### config.mk
export PLATFORM = sky130hd
export DESIGN_NAME = led_effect_mode_controller
export DESIGN_NICKNAME = d
export VERILOG_FILES = /design/src/lemc_pkg.sv /design/src/lemc_engine.sv /design/src/led_effect_mode_controller.sv
export SDC_FILE = /design/constraint.sdc
export NUM_CORES = 1
export LEC_CHECK = 0
export ABC_AREA = 1
export BUFFER_PORTS_ARGS = -buffer_cell sky130_fd_sc_hd__buf_4
export CELL_PAD_IN_SITES_DETAIL_PLACEMENT = 1
export CELL_PAD_IN_SITES_GLOBAL_PLACEMENT = 1
export CORE_MARGIN = 1.5
export CORE_UTILIZATION = 50
export CTS_BUF_LIST = sky130_fd_sc_hd__clkbuf_16
export DETAILED_ROUTE_END_ITERATION = 8
export PLACE_DENSITY_LB_ADDON = 0.15
export SETUP_SLACK_MARGIN = 0.1
export SYNTH_ARGS = -nofsm -noshare
export SYNTH_HDL_FRONTEND = slang
export SYNTH_SLANG_ARGS = --single-unit
### constraint.sdc
create_clock -name clk_i -period 7.8 [get_ports clk_i]
set_input_delay 1.95 -clock clk_i [delete_from_list [all_inputs] [get_ports clk_i]]
set_output_delay 1.95 -clock clk_i [all_outputs]
set_load 0.03 [all_outputs]
### src/lemc_pkg.sv
// Package: event and result types, codes and constants of the LED effect controller.
package lemc_pkg;

  localparam int unsigned LED_COUNT = 8;

  localparam logic [7:0]  SPEED_INIT = 8'(64 - 1);
  localparam int unsigned GAUGE_STEP = 512;
  localparam logic [11:0] GAUGE_TOP  = 12'(4096 - 30);
  localparam logic [7:0]  DOT_TOP    = 8'h80;
  localparam logic [7:0]  DOT_BOTTOM = 8'h01;
  localparam logic [15:0] SNAKE_SEED = 16'h00ff;
  localparam logic [7:0]  ALL_ON     = 8'hff;

  typedef enum logic [1:0] {
    KIND_TICK   = 2'd0,
    KIND_MODE   = 2'd1,
    KIND_COLOUR = 2'd2,
    KIND_STEP   = 2'd3
  } kind_e;

  typedef enum logic [2:0] {
    MODE_COUNT  = 3'd0,
    MODE_GAUGE  = 3'd1,
    MODE_BOUNCE = 3'd2,
    MODE_SNAKE  = 3'd3,
    MODE_BLINK  = 3'd4,
    MODE_COLOUR = 3'd5
  } mode_e;

  typedef enum logic [1:0] {
    SEL_RED   = 2'd0,
    SEL_GREEN = 2'd1,
    SEL_BLUE  = 2'd2,
    SEL_MIXED = 2'd3
  } sel_e;

  typedef struct packed {
    logic [1:0]  kind;
    logic [1:0]  colour_choice;
    logic        step_up;
    logic [11:0] gauge_sample;
  } lemc_in_t;

  typedef struct packed {
    logic [7:0] led_bar;
    logic [7:0] red_level;
    logic [7:0] green_level;
    logic [7:0] blue_level;
    logic       colour_active;
    logic [2:0] current_mode;
    logic [1:0] colour_selected;
  } lemc_out_t;

endpackage

### src/lemc_engine.sv
// Effect engine: mode, colour, speed and pattern state with its per-event update.
module lemc_engine (
  input  logic                clk_i,
  input  logic                rst_ni,
  input  logic                step_i,
  input  lemc_pkg::lemc_in_t  item_i,
  output lemc_pkg::lemc_out_t result_o
);
  import lemc_pkg::*;

  mode_e      mode_q, mode_d;
  sel_e       sel_q, sel_d;
  logic [7:0] speed_q, speed_d;
  logic [7:0] red_q, red_d;
  logic [7:0] green_q, green_d;
  logic [7:0] blue_q, blue_d;
  logic [7:0] pattern_q, pattern_d;
  logic [2:0] bounce_pos_q, bounce_pos_d;
  logic       bounce_down_q, bounce_down_d;
  logic [8:0] bounce_tmr_q, bounce_tmr_d;
  logic [3:0] snake_pos_q, snake_pos_d;
  logic [8:0] snake_tmr_q, snake_tmr_d;
  logic [8:0] blink_tmr_q, blink_tmr_d;

  logic [8:0]  bounce_tmr_inc, snake_tmr_inc, blink_tmr_inc;
  logic        bounce_exp, snake_exp, blink_exp;
  logic [7:0]  dot;
  logic        dir_down;
  logic [15:0] snake_shift;
  logic        active;

  function automatic logic [7:0] gauge_bar(input logic [11:0] sample);
    logic [7:0]  bar;
    logic [11:0] thr;
    bar = '0;
    for (int unsigned i = 0; i < LED_COUNT; i++) begin
      thr = (i == LED_COUNT - 1) ? GAUGE_TOP : 12'(GAUGE_STEP * (i + 1));
      bar[i] = (sample > thr);
    end
    return bar;
  endfunction

  function automatic logic [7:0] sel_level(input sel_e sel, input logic [7:0] r,
                                           input logic [7:0] g, input logic [7:0] b);
    logic [7:0] lvl;
    unique case (sel)
      SEL_RED:   lvl = r;
      SEL_GREEN: lvl = g;
      SEL_BLUE:  lvl = b;
      default:   lvl = '0;
    endcase
    return lvl;
  endfunction

  // Pacing timers: expire once the count passes the speed value.
  assign bounce_tmr_inc = bounce_tmr_q + 9'd1;
  assign snake_tmr_inc  = snake_tmr_q + 9'd1;
  assign blink_tmr_inc  = blink_tmr_q + 9'd1;
  assign bounce_exp     = bounce_tmr_inc > {1'b0, speed_q};
  assign snake_exp      = snake_tmr_inc > {1'b0, speed_q};
  assign blink_exp      = blink_tmr_inc > {1'b0, speed_q};

  assign dot = 8'd1 << bounce_pos_q;
  always_comb begin
    dir_down = bounce_down_q;
    if (dot == DOT_TOP) dir_down = 1'b1;
    if (dot == DOT_BOTTOM) dir_down = 1'b0;
  end

  assign snake_shift = SNAKE_SEED << snake_pos_q;

  always_comb begin
    mode_d        = mode_q;
    sel_d         = sel_q;
    speed_d       = speed_q;
    red_d         = red_q;
    green_d       = green_q;
    blue_d        = blue_q;
    pattern_d     = pattern_q;
    bounce_pos_d  = bounce_pos_q;
    bounce_down_d = bounce_down_q;
    bounce_tmr_d  = bounce_tmr_q;
    snake_pos_d   = snake_pos_q;
    snake_tmr_d   = snake_tmr_q;
    blink_tmr_d   = blink_tmr_q;
    active        = 1'b0;

    unique case (item_i.kind)
      KIND_TICK: begin
        active = (mode_q == MODE_COLOUR);
        unique case (mode_q)
          MODE_COUNT: pattern_d = speed_q;
          MODE_GAUGE: pattern_d = gauge_bar(item_i.gauge_sample);
          MODE_BOUNCE: begin
            bounce_tmr_d = bounce_exp ? 9'd0 : bounce_tmr_inc;
            if (bounce_exp) begin
              pattern_d     = dot;
              bounce_down_d = dir_down;
              bounce_pos_d  = dir_down ? bounce_pos_q - 3'd1 : bounce_pos_q + 3'd1;
            end
          end
          MODE_SNAKE: begin
            snake_tmr_d = snake_exp ? 9'd0 : snake_tmr_inc;
            if (snake_exp) begin
              pattern_d   = snake_shift[15:8];
              snake_pos_d = snake_pos_q + 4'd1;
            end
          end
          MODE_BLINK: begin
            blink_tmr_d = blink_exp ? 9'd0 : blink_tmr_inc;
            if (blink_exp) pattern_d = pattern_q ^ ALL_ON;
          end
          MODE_COLOUR: pattern_d = sel_level(sel_q, red_q, green_q, blue_q);
          default: ;
        endcase
      end
      KIND_MODE: begin
        mode_d = (mode_q >= MODE_COLOUR) ? MODE_COUNT : mode_e'(mode_q + 3'd1);
      end
      KIND_COLOUR: begin
        // choice three is not a button
        if (item_i.colour_choice != SEL_MIXED) begin
          sel_d = (sel_q == sel_e'(item_i.colour_choice)) ? SEL_MIXED
                                                           : sel_e'(item_i.colour_choice);
        end
      end
      KIND_STEP: begin
        if (mode_q == MODE_COLOUR) begin
          unique case (sel_q)
            SEL_RED:   red_d   = item_i.step_up ? red_q + 8'd1 : red_q - 8'd1;
            SEL_GREEN: green_d = item_i.step_up ? green_q + 8'd1 : green_q - 8'd1;
            SEL_BLUE:  blue_d  = item_i.step_up ? blue_q + 8'd1 : blue_q - 8'd1;
            default: ;
          endcase
        end else if (item_i.step_up) begin
          if (speed_q != ALL_ON) speed_d = speed_q + 8'd1;
        end else begin
          if (speed_q != 8'd0) speed_d = speed_q - 8'd1;
        end
      end
    endcase
  end

  always_comb begin
    result_o.led_bar         = pattern_d;
    result_o.red_level       = (active && (sel_d == SEL_RED || sel_d == SEL_MIXED))
                               ? red_d : 8'd0;
    result_o.green_level     = (active && (sel_d == SEL_GREEN || sel_d == SEL_MIXED))
                               ? green_d : 8'd0;
    result_o.blue_level      = (active && (sel_d == SEL_BLUE || sel_d == SEL_MIXED))
                               ? blue_d : 8'd0;
    result_o.colour_active   = active;
    result_o.current_mode    = mode_d;
    result_o.colour_selected = sel_d;
  end

  always_ff @(posedge clk_i or negedge rst_ni) begin
    if (!rst_ni) begin
      mode_q        <= MODE_BOUNCE;
      sel_q         <= SEL_GREEN;
      speed_q       <= SPEED_INIT;
      red_q         <= SPEED_INIT;
      green_q       <= SPEED_INIT;
      blue_q        <= SPEED_INIT;
      pattern_q     <= '0;
      bounce_pos_q  <= '0;
      bounce_down_q <= 1'b0;
      bounce_tmr_q  <= '0;
      snake_pos_q   <= '0;
      snake_tmr_q   <= '0;
      blink_tmr_q   <= '0;
    end else if (step_i) begin
      mode_q        <= mode_d;
      sel_q         <= sel_d;
      speed_q       <= speed_d;
      red_q         <= red_d;
      green_q       <= green_d;
      blue_q        <= blue_d;
      pattern_q     <= pattern_d;
      bounce_pos_q  <= bounce_pos_d;
      bounce_down_q <= bounce_down_d;
      bounce_tmr_q  <= bounce_tmr_d;
      snake_pos_q   <= snake_pos_d;
      snake_tmr_q   <= snake_tmr_d;
      blink_tmr_q   <= blink_tmr_d;
    end
  end

endmodule

### src/led_effect_mode_controller.sv
// Top level: request register, effect engine and result register of the LED controller.
//
// Takes one event request per clock (tick, mode button, colour button or
// encoder step) and returns one result per request showing the LEDs, colour
// levels, mode and colour selection after that event. Sustained rate is one
// request per cycle while results are taken; the request register and then
// the result register hold it, with the state update done between them in a
// single pass. Output backpressure stalls the request register, so input
// ready drops only when both registers are full and the result is not taken.
module led_effect_mode_controller (
  input  logic                clk_i,
  input  logic                rst_ni,
  input  logic                in_valid_i,
  output logic                in_ready_o,
  input  lemc_pkg::lemc_in_t  in_data_i,
  output logic                out_valid_o,
  input  logic                out_ready_i,
  output lemc_pkg::lemc_out_t out_data_o
);
  import lemc_pkg::*;

  lemc_in_t  item_q;
  logic      item_vld_q;
  lemc_out_t res_q, res_d;
  logic      res_vld_q;
  logic      advance;

  assign advance    = item_vld_q && (!res_vld_q || out_ready_i);
  assign in_ready_o = !item_vld_q || advance;

  lemc_engine u_engine (
    .clk_i   (clk_i),
    .rst_ni  (rst_ni),
    .step_i  (advance),
    .item_i  (item_q),
    .result_o(res_d)
  );

  always_ff @(posedge clk_i or negedge rst_ni) begin
    if (!rst_ni) begin
      item_vld_q <= 1'b0;
      res_vld_q  <= 1'b0;
    end else begin
      if (in_ready_o) item_vld_q <= in_valid_i;
      if (advance) begin
        res_vld_q <= 1'b1;
      end else if (out_ready_i) begin
        res_vld_q <= 1'b0;
      end
    end
  end

  always_ff @(posedge clk_i) begin
    if (in_ready_o && in_valid_i) item_q <= in_data_i;
    if (advance) res_q <= res_d;
  end

  assign out_valid_o = res_vld_q;
  assign out_data_o  = res_q;

  a_advance_fills_result: assert property (@(posedge clk_i) disable iff (!rst_ni)
    advance |=> res_vld_q)
    else $error("processed request did not reach the result register");

  a_stall_only_when_full: assert property (@(posedge clk_i) disable iff (!rst_ni)
    !in_ready_o |-> (item_vld_q && res_vld_q && !out_ready_i))
    else $error("input stalled while a register had room");

  a_active_in_colour: assert property (@(posedge clk_i) disable iff (!rst_ni)
    (out_valid_o && out_data_o.colour_active) |-> (out_data_o.current_mode == MODE_COLOUR))
    else $error("colour LED active outside colour mode");

  a_levels_quiet: assert property (@(posedge clk_i) disable iff (!rst_ni)
    (out_valid_o && !out_data_o.colour_active) |->
      (out_data_o.red_level == 8'd0 && out_data_o.green_level == 8'd0 &&
       out_data_o.blue_level == 8'd0))
    else $error("colour levels nonzero while colour LED inactive");

endmodule

==> results of run 1 <==
[registers in the layout, indices dropped and copies added (netlist names), 9 cells and up]
| register | count |
|---|---|
| u_engine.bounce_tmr_q | 9 |
| out_data_o | 38 |
| u_engine.blink_tmr_q | 9 |
| u_engine.snake_tmr_q | 9 |
| item_q | 17 |
[critical path: stages]
cell and delay [ps]:
buf_4 110, inv_1 70, nand3_1 100, buf_4 190
[layer usage]
metal  global-route usage  wire length, µm
met5                    0                0
met4               0.0833              446
met3               0.0530              931
met2                0.479            12200
met1                0.365            11400
[cells in the mapped netlist, types with 2 or more instances]
cell type	instances
nand2_1	278
inv_1	144
nand3_1	95
o21ai_0	84
nor2_1	80
ha_1	67
dfrtp_1	56
edfxtp_1	55
a21oi_1	40
dfstp_2	26
xor2_1	26
nand2_2	16
nand3_2	15
o22ai_1	12
nand4_1	11
xnor2_1	10
nor3_1	9
clkbuf_1	7
inv_2	7
fa_1	5
buf_4	4
nor2_2	4
nor4_1	4
o2111ai_1	4
a21boi_1	3
a21o_1	3
a31oi_1	3
mux2i_1	3
nand2_4	3
nand3b_1	3
nor2_4	3
o21a_1	3
buf_2	2
o211ai_1	2
[stage by stage]
step	hold slack, ps	util	instance area (µm²)	power [µW]
final	514	0.586	10200	3660
after floorplan	453	-	8920	2350
after global placement	471	0.553	9600	2740
after CTS	509	0.586	10200	3660
after global routing	540	0.586	10200	3930
after detailed placement	476	0.553	9600	2830
[worst min-delay path by stage]
stage	to	slack [ps]	cells after the start
6_report	u_engine.bounce_down_q	510	2
5_1_grt	u_engine.bounce_tmr_q[8]	540	2
4_1_cts	u_engine.bounce_down_q	510	2
3_5_place_dp	u_engine.bounce_down_q	480	2
3_3_place_gp	u_engine.bounce_down_q	470	2
2_1_floorplan	u_engine.bounce_down_q	450	2
[where the power goes]
part | total (µW) | internal [µW] | leakage [µW] | switching, µW
sequential | 1210 | 1000 | 0.00152 | 211
clock | 808 | 470 | 0.000266 | 338
combinational | 1640 | 559 | 0.00304 | 1080
total | 3660 | 2030 | 0.00482 | 1630
[kinds of logic (layout without fill, tap and decap cells)]
group / Yosys count / after routing / synth area share
compound gates: 158 / 158 / 0.0965
xor+xnor: 36 / 36 / 0.0353
buf+inv: 167 / 249 / 0.0743
fa+ha+maj: 72 / 72 / 0.105
mux: 3 / 3 / 0.00337
simple gates: 525 / 525 / 0.266
flops: 137 / 137 / 0.419
[cell type report]
cell class                      instances  share of cell area
Clock buffer                           17              0.0418
Clock inverter                         15              0.0148
Inverter                              152              0.0561
Multi-Input combinational cell        794               0.445
Sequential cell                       137               0.367
Tap cell                              225              0.0277
Timing Repair Buffer                   65              0.0480
==> flow_metrics.py, run 1 <==
metrics = {
    "placement": {
        "dp_hpwl_mm": 18.2,
        "routabilityCongestion": 0.834,
        "port_buffers": 60,
        "place_ws_ps": 3430,
        "placedCellCount": 1373,
    },
    "critical_path": {
        "rrSetupSlack_ps": 4650,
        "start_kind": "input port",
        "worstSetupPathType": "in -> out",
        "r2r-start": "u_engine.bounce_tmr_q[0]",
        "critical_path.startpoint": "out_ready_i",
        "worstRegToRegCells": 14,
        "endpoint": "in_ready_o",
        "cp_max_fo": 3,
        "r2r_end": "out_data_o[33]",
        "crit_path_end_kind": "primary output",
        "worstPathArrival_ps": 2420,
        "crit_required_ps": 5850,
    },
    "logic_synthesis": {
        "syn_nets": 1191,
        "synth_top_area_share": 0.185,
        "synth_cell_types": 45,
        "yosys_warnings": 0,
        "synth_ff_type": "dfrtp_1",
        "synthArstFlopShare": 0.599,
        "synth_edf_count": 55,
        "yosysSeqAreaShare": 0.419,
        "ys_ff_latch": 137,
        "synth_area_um2": 8920,
        "avgSynthCellArea_um2": 8.12,
        "synthesis.instances": 1098,
        "yosys.area.top_type": "edfxtp_1",
        "yosys-top-cells-area": "edfxtp_1 19%, dfrtp_1 16%, nand2_1 12%",
    },
    "sta": {
        "hold_viol_final": 0,
        "tightest_slew_ps": 811,
        "layout_setup_ws_ps": 3430,
        "max_freq_mhz": 229,
        "setup_viol": 0,
        "min_period_over_period": 0.560,
        "final_max_slew_viol_count": 0,
        "fin_skew_ps": 8.65,
        "slew-limit-headroom": 0.454,
        "layout_min_cycle_time_ps": 4370,
        "timing.setup.tns_ps": 0,
        "rsz0062_at_grt": "no",
    },
    "drt": {
        "drc_errors": 0,
        "drt-initial-drc-count": 371,
        "drt_wl_total_mm": 24.9,
        "dr.pass1.iters": 5,
        "vias": 7691,
        "ant_nets": 0,
        "routed_via_density": 5.47,
        "wire_per_inst_um": 17.8,
    },
    "floorplanning": {
        "die_h_um": 137,
        "dieWidth_um": 137,
        "dieArea_um2": 18700,
        "floorplan.rows": 48,
        "ios": 61,
        "start_util": 0.514,
        "coreArea_um2": 17400,
    },
    "power_and_ir_drop": {
        "p_per_area_nw_per_um2": 360,
        "p_leak_uw": 0.00482,
        "peakVddDrop_v": 0.000199,
    },
    "run_status": {
        "status": "completed",
    },
    "global_route": {
        "antenna_found_initial": 0,
        "grt_overflow": 0,
        "grt_pass1_wl_mm": 40.4,
        "grt_pass1_vias": 7957,
        "grt_max_degree": 55,
        "grtUsageTotal": 0.282,
    },
    "clocking": {
        "cts_sinks": 137,
        "root_buffer": "clkbuf_16",
        "clk_pin_slew_ps": 60,
        "clock_path_buffers": 2,
        "cts_max_level": 4,
        "post_cts_buffers": 0,
        "clk_latency_ps": 430,
        "cts_buffers": 17,
        "post_cts_resized": 0,
        "cts-hold-fix-buffers": 0,
        "cts_tree": "built",
    },
    "flow_run": {
        "max-cap-violations": 0,
    },
    "cells_and_area": {
        "layout.cells.non_filler": 1405,
        "register_area_um2": 3740,
        "area_growth_pct": 14.1,
        "diodes": 0,
        "final_common_cell": "nand2_1",
        "multi_input_area_um2": 4520,
        "final_cell_mix": "277 x nand2_1, 143 x inv_1, 95 x nand3_1",
        "drive_gt1_frac": 0.150,
        "fillers": 2108,
        "fin_nets": 1260,
    },
    "worst_hold_path": {
        "hp-class": "reg -> reg",
        "min-delay-start": "u_engine.bounce_down_q",
    },
}
Note: power is estimated with default switching activity, not from simulation.
==> run 2, diff against run 1 <==
CORE_UTILIZATION = 42   (was 50)
clock period = 3.8 ns   (was 7.8 ns; I/O delays follow)
==> run 2 against run 1 <==
Utilization decreased by 9.5 points. Register-to-register slack got worse by 3900 ps. Worst setup slack got worse by 2700 ps. Sequential share of layout area decreased by 0.44 points. Critical path depth increased by 10. Non-clock buffer count increased by 4. Final area increased by 1.2%. Count of clock-buffer cells in the layout unchanged. Critical path type is now reg -> reg.
==> flow_metrics.py, run 2 (synthesis gave the netlist of run 1 again) <==
metrics = {
    "critical_path": {
        "worstRegToRegCells": 14,
        "cp_slowest_cell": "dfrtp_1",
        "rrSetupSlack_ps": 710,
        "crit_top_cell": "nand2_1",
        "max_stage_delay_ps": 420,
        "crit_required_ps": 3990,
        "path_depth": 14,
        "start_kind": "register",
        "crit_family": "simple AND/OR/NAND/NOR gates",
        "worstSetupPathType": "reg -> reg",
        "crit_path_end_kind": "register",
        "crit_chain": "ha_1, nand3_2, xor2_1, inv_1, ha_1, nand2_1, nor2_1, nand4_1, a21o_1, nand2_1, nand2_1, nand3_1, nand2_1, o21a_1",
        "worstPathArrival_ps": 3280,
        "cp_max_fo": 15,
        "cp_num_buf_inv": 1,
    },
    "clocking": {
        "clk_latency_ps": 430,
        "root_buffer": "clkbuf_16",
        "post_cts_resized": 0,
        "clock_path_buffers": 2,
        "cts_sinks": 137,
        "cts_tree": "built",
        "cts-hold-fix-buffers": 0,
        "cts_max_level": 4,
        "post_cts_buffers": 0,
        "clk_pin_slew_ps": 70,
        "cts_buffers": 17,
    },
    "global_route": {
        "grt_pass1_wl_mm": 40.6,
        "grtUsageTotal": 0.235,
        "antenna_found_initial": 0,
        "grt_pass1_vias": 7951,
        "grt_overflow": 0,
        "grt_max_degree": 62,
    },
    "cells_and_area": {
        "final_cell_mix": "277 x nand2_1, 143 x inv_1, 95 x nand3_1",
        "final_common_cell": "nand2_1",
        "fin_nets": 1264,
        "layout.cells.non_filler": 1459,
        "drive_gt1_frac": 0.153,
        "final_util": 0.491,
        "area_growth_pct": 15.4,
        "largest_register_ffs": 38,
        "diodes": 0,
    },
    "sta": {
        "fin_skew_ps": 12.5,
        "tightest_slew_ps": 849,
        "layout_min_cycle_time_ps": 3090,
        "timing.setup.tns_ps": 0,
        "setup_viol": 0,
        "max_freq_mhz": 324,
        "holdWs_ps": 466,
        "final_max_slew_viol_count": 0,
        "hold_viol_final": 0,
        "slew-limit-headroom": 0.430,
        "rsz0062_at_grt": "no",
        "min_period_over_period": 0.813,
    },
    "power_and_ir_drop": {
        "p_leak_uw": 0.00486,
        "peakVddDrop_v": 0.000321,
        "p_per_area_nw_per_um2": 725,
    },
    "floorplanning": {
        "floorplan.rows": 53,
        "start_util": 0.426,
        "dieWidth_um": 149,
        "die_h_um": 149,
        "ios": 61,
        "coreArea_um2": 21000,
        "dieArea_um2": 22100,
    },
    "run_status": {
        "status": "completed",
    },
    "placement": {
        "dp_hpwl_mm": 18.2,
        "routabilityCongestion": 0.856,
        "port_buffers": 60,
        "placedCellCount": 1427,
    },
    "drt": {
        "routed_via_density": 5.20,
        "drt_wl_total_mm": 24.7,
        "vias": 7584,
        "ant_nets": 0,
        "dr.pass1.iters": 4,
        "wire_per_inst_um": 16.9,
        "drc_errors": 0,
        "drt-initial-drc-count": 331,
    },
    "flow_run": {
        "max-cap-violations": 0,
    },
    "worst_hold_path": {
        "hp-class": "in -> async",
    },
}
==> run 2: layout make-up <==
| class | count | area (µm²) |
|---|---|---|
| multi-input combinational | 794 | 4520 |
| timing repair buffer | 69 | 543 |
| clock inverter | 15 | 155 |
| clock buffer | 17 | 425 |
| sequential | 137 | 3740 |
| fill | 2579 | 10700 |
| tap | 275 | 344 |
| inverter | 152 | 571 |
==> run 2: power breakdown <==
group          internal [µW]  total, µW  leakage [µW]  switching [µW]
registers               2060       2490       0.00152             434
logic                   1150       3300       0.00307            2150
clock network            928       1670      0.000281             742
==> run 2: final timing paths <==
kind                                          startpoint                       to
worst min register to register    u_engine.bounce_down_q   u_engine.bounce_down_q
worst max-delay path            u_engine.bounce_tmr_q[0]           out_data_o[36]
worst min-delay path                              rst_ni  u_engine.blink_tmr_q[5]
worst max register to register  u_engine.bounce_tmr_q[0]           out_data_o[36]
min in group clk_i                u_engine.bounce_down_q   u_engine.bounce_down_q
max in group asynchronous                         rst_ni        u_engine.sel_q[0]
==> run 2: metrics by stage <==
stage | area (µm²) | worst slack [ps] | power (µW)
floorplan | 8920 | 1180 | 4830
finish | 10300 | 711 | 7460
global route | 10300 | 494 | 8090
detailed placement | 9720 | 774 | 5800
CTS | 10300 | 752 | 7530
global placement | 9720 | 830 | 5690
==> run 2: metal layers <==
layer | GRT usage | share of wire | up-vias
met5 | 0 | 0 | -
met4 | 0.0530 | 0.011 | 0
met3 | 0.0382 | 0.025 | 20
met2 | 0.424 | 0.51 | 85
met1 | 0.295 | 0.45 | 3704
li1 | - | - | 3775
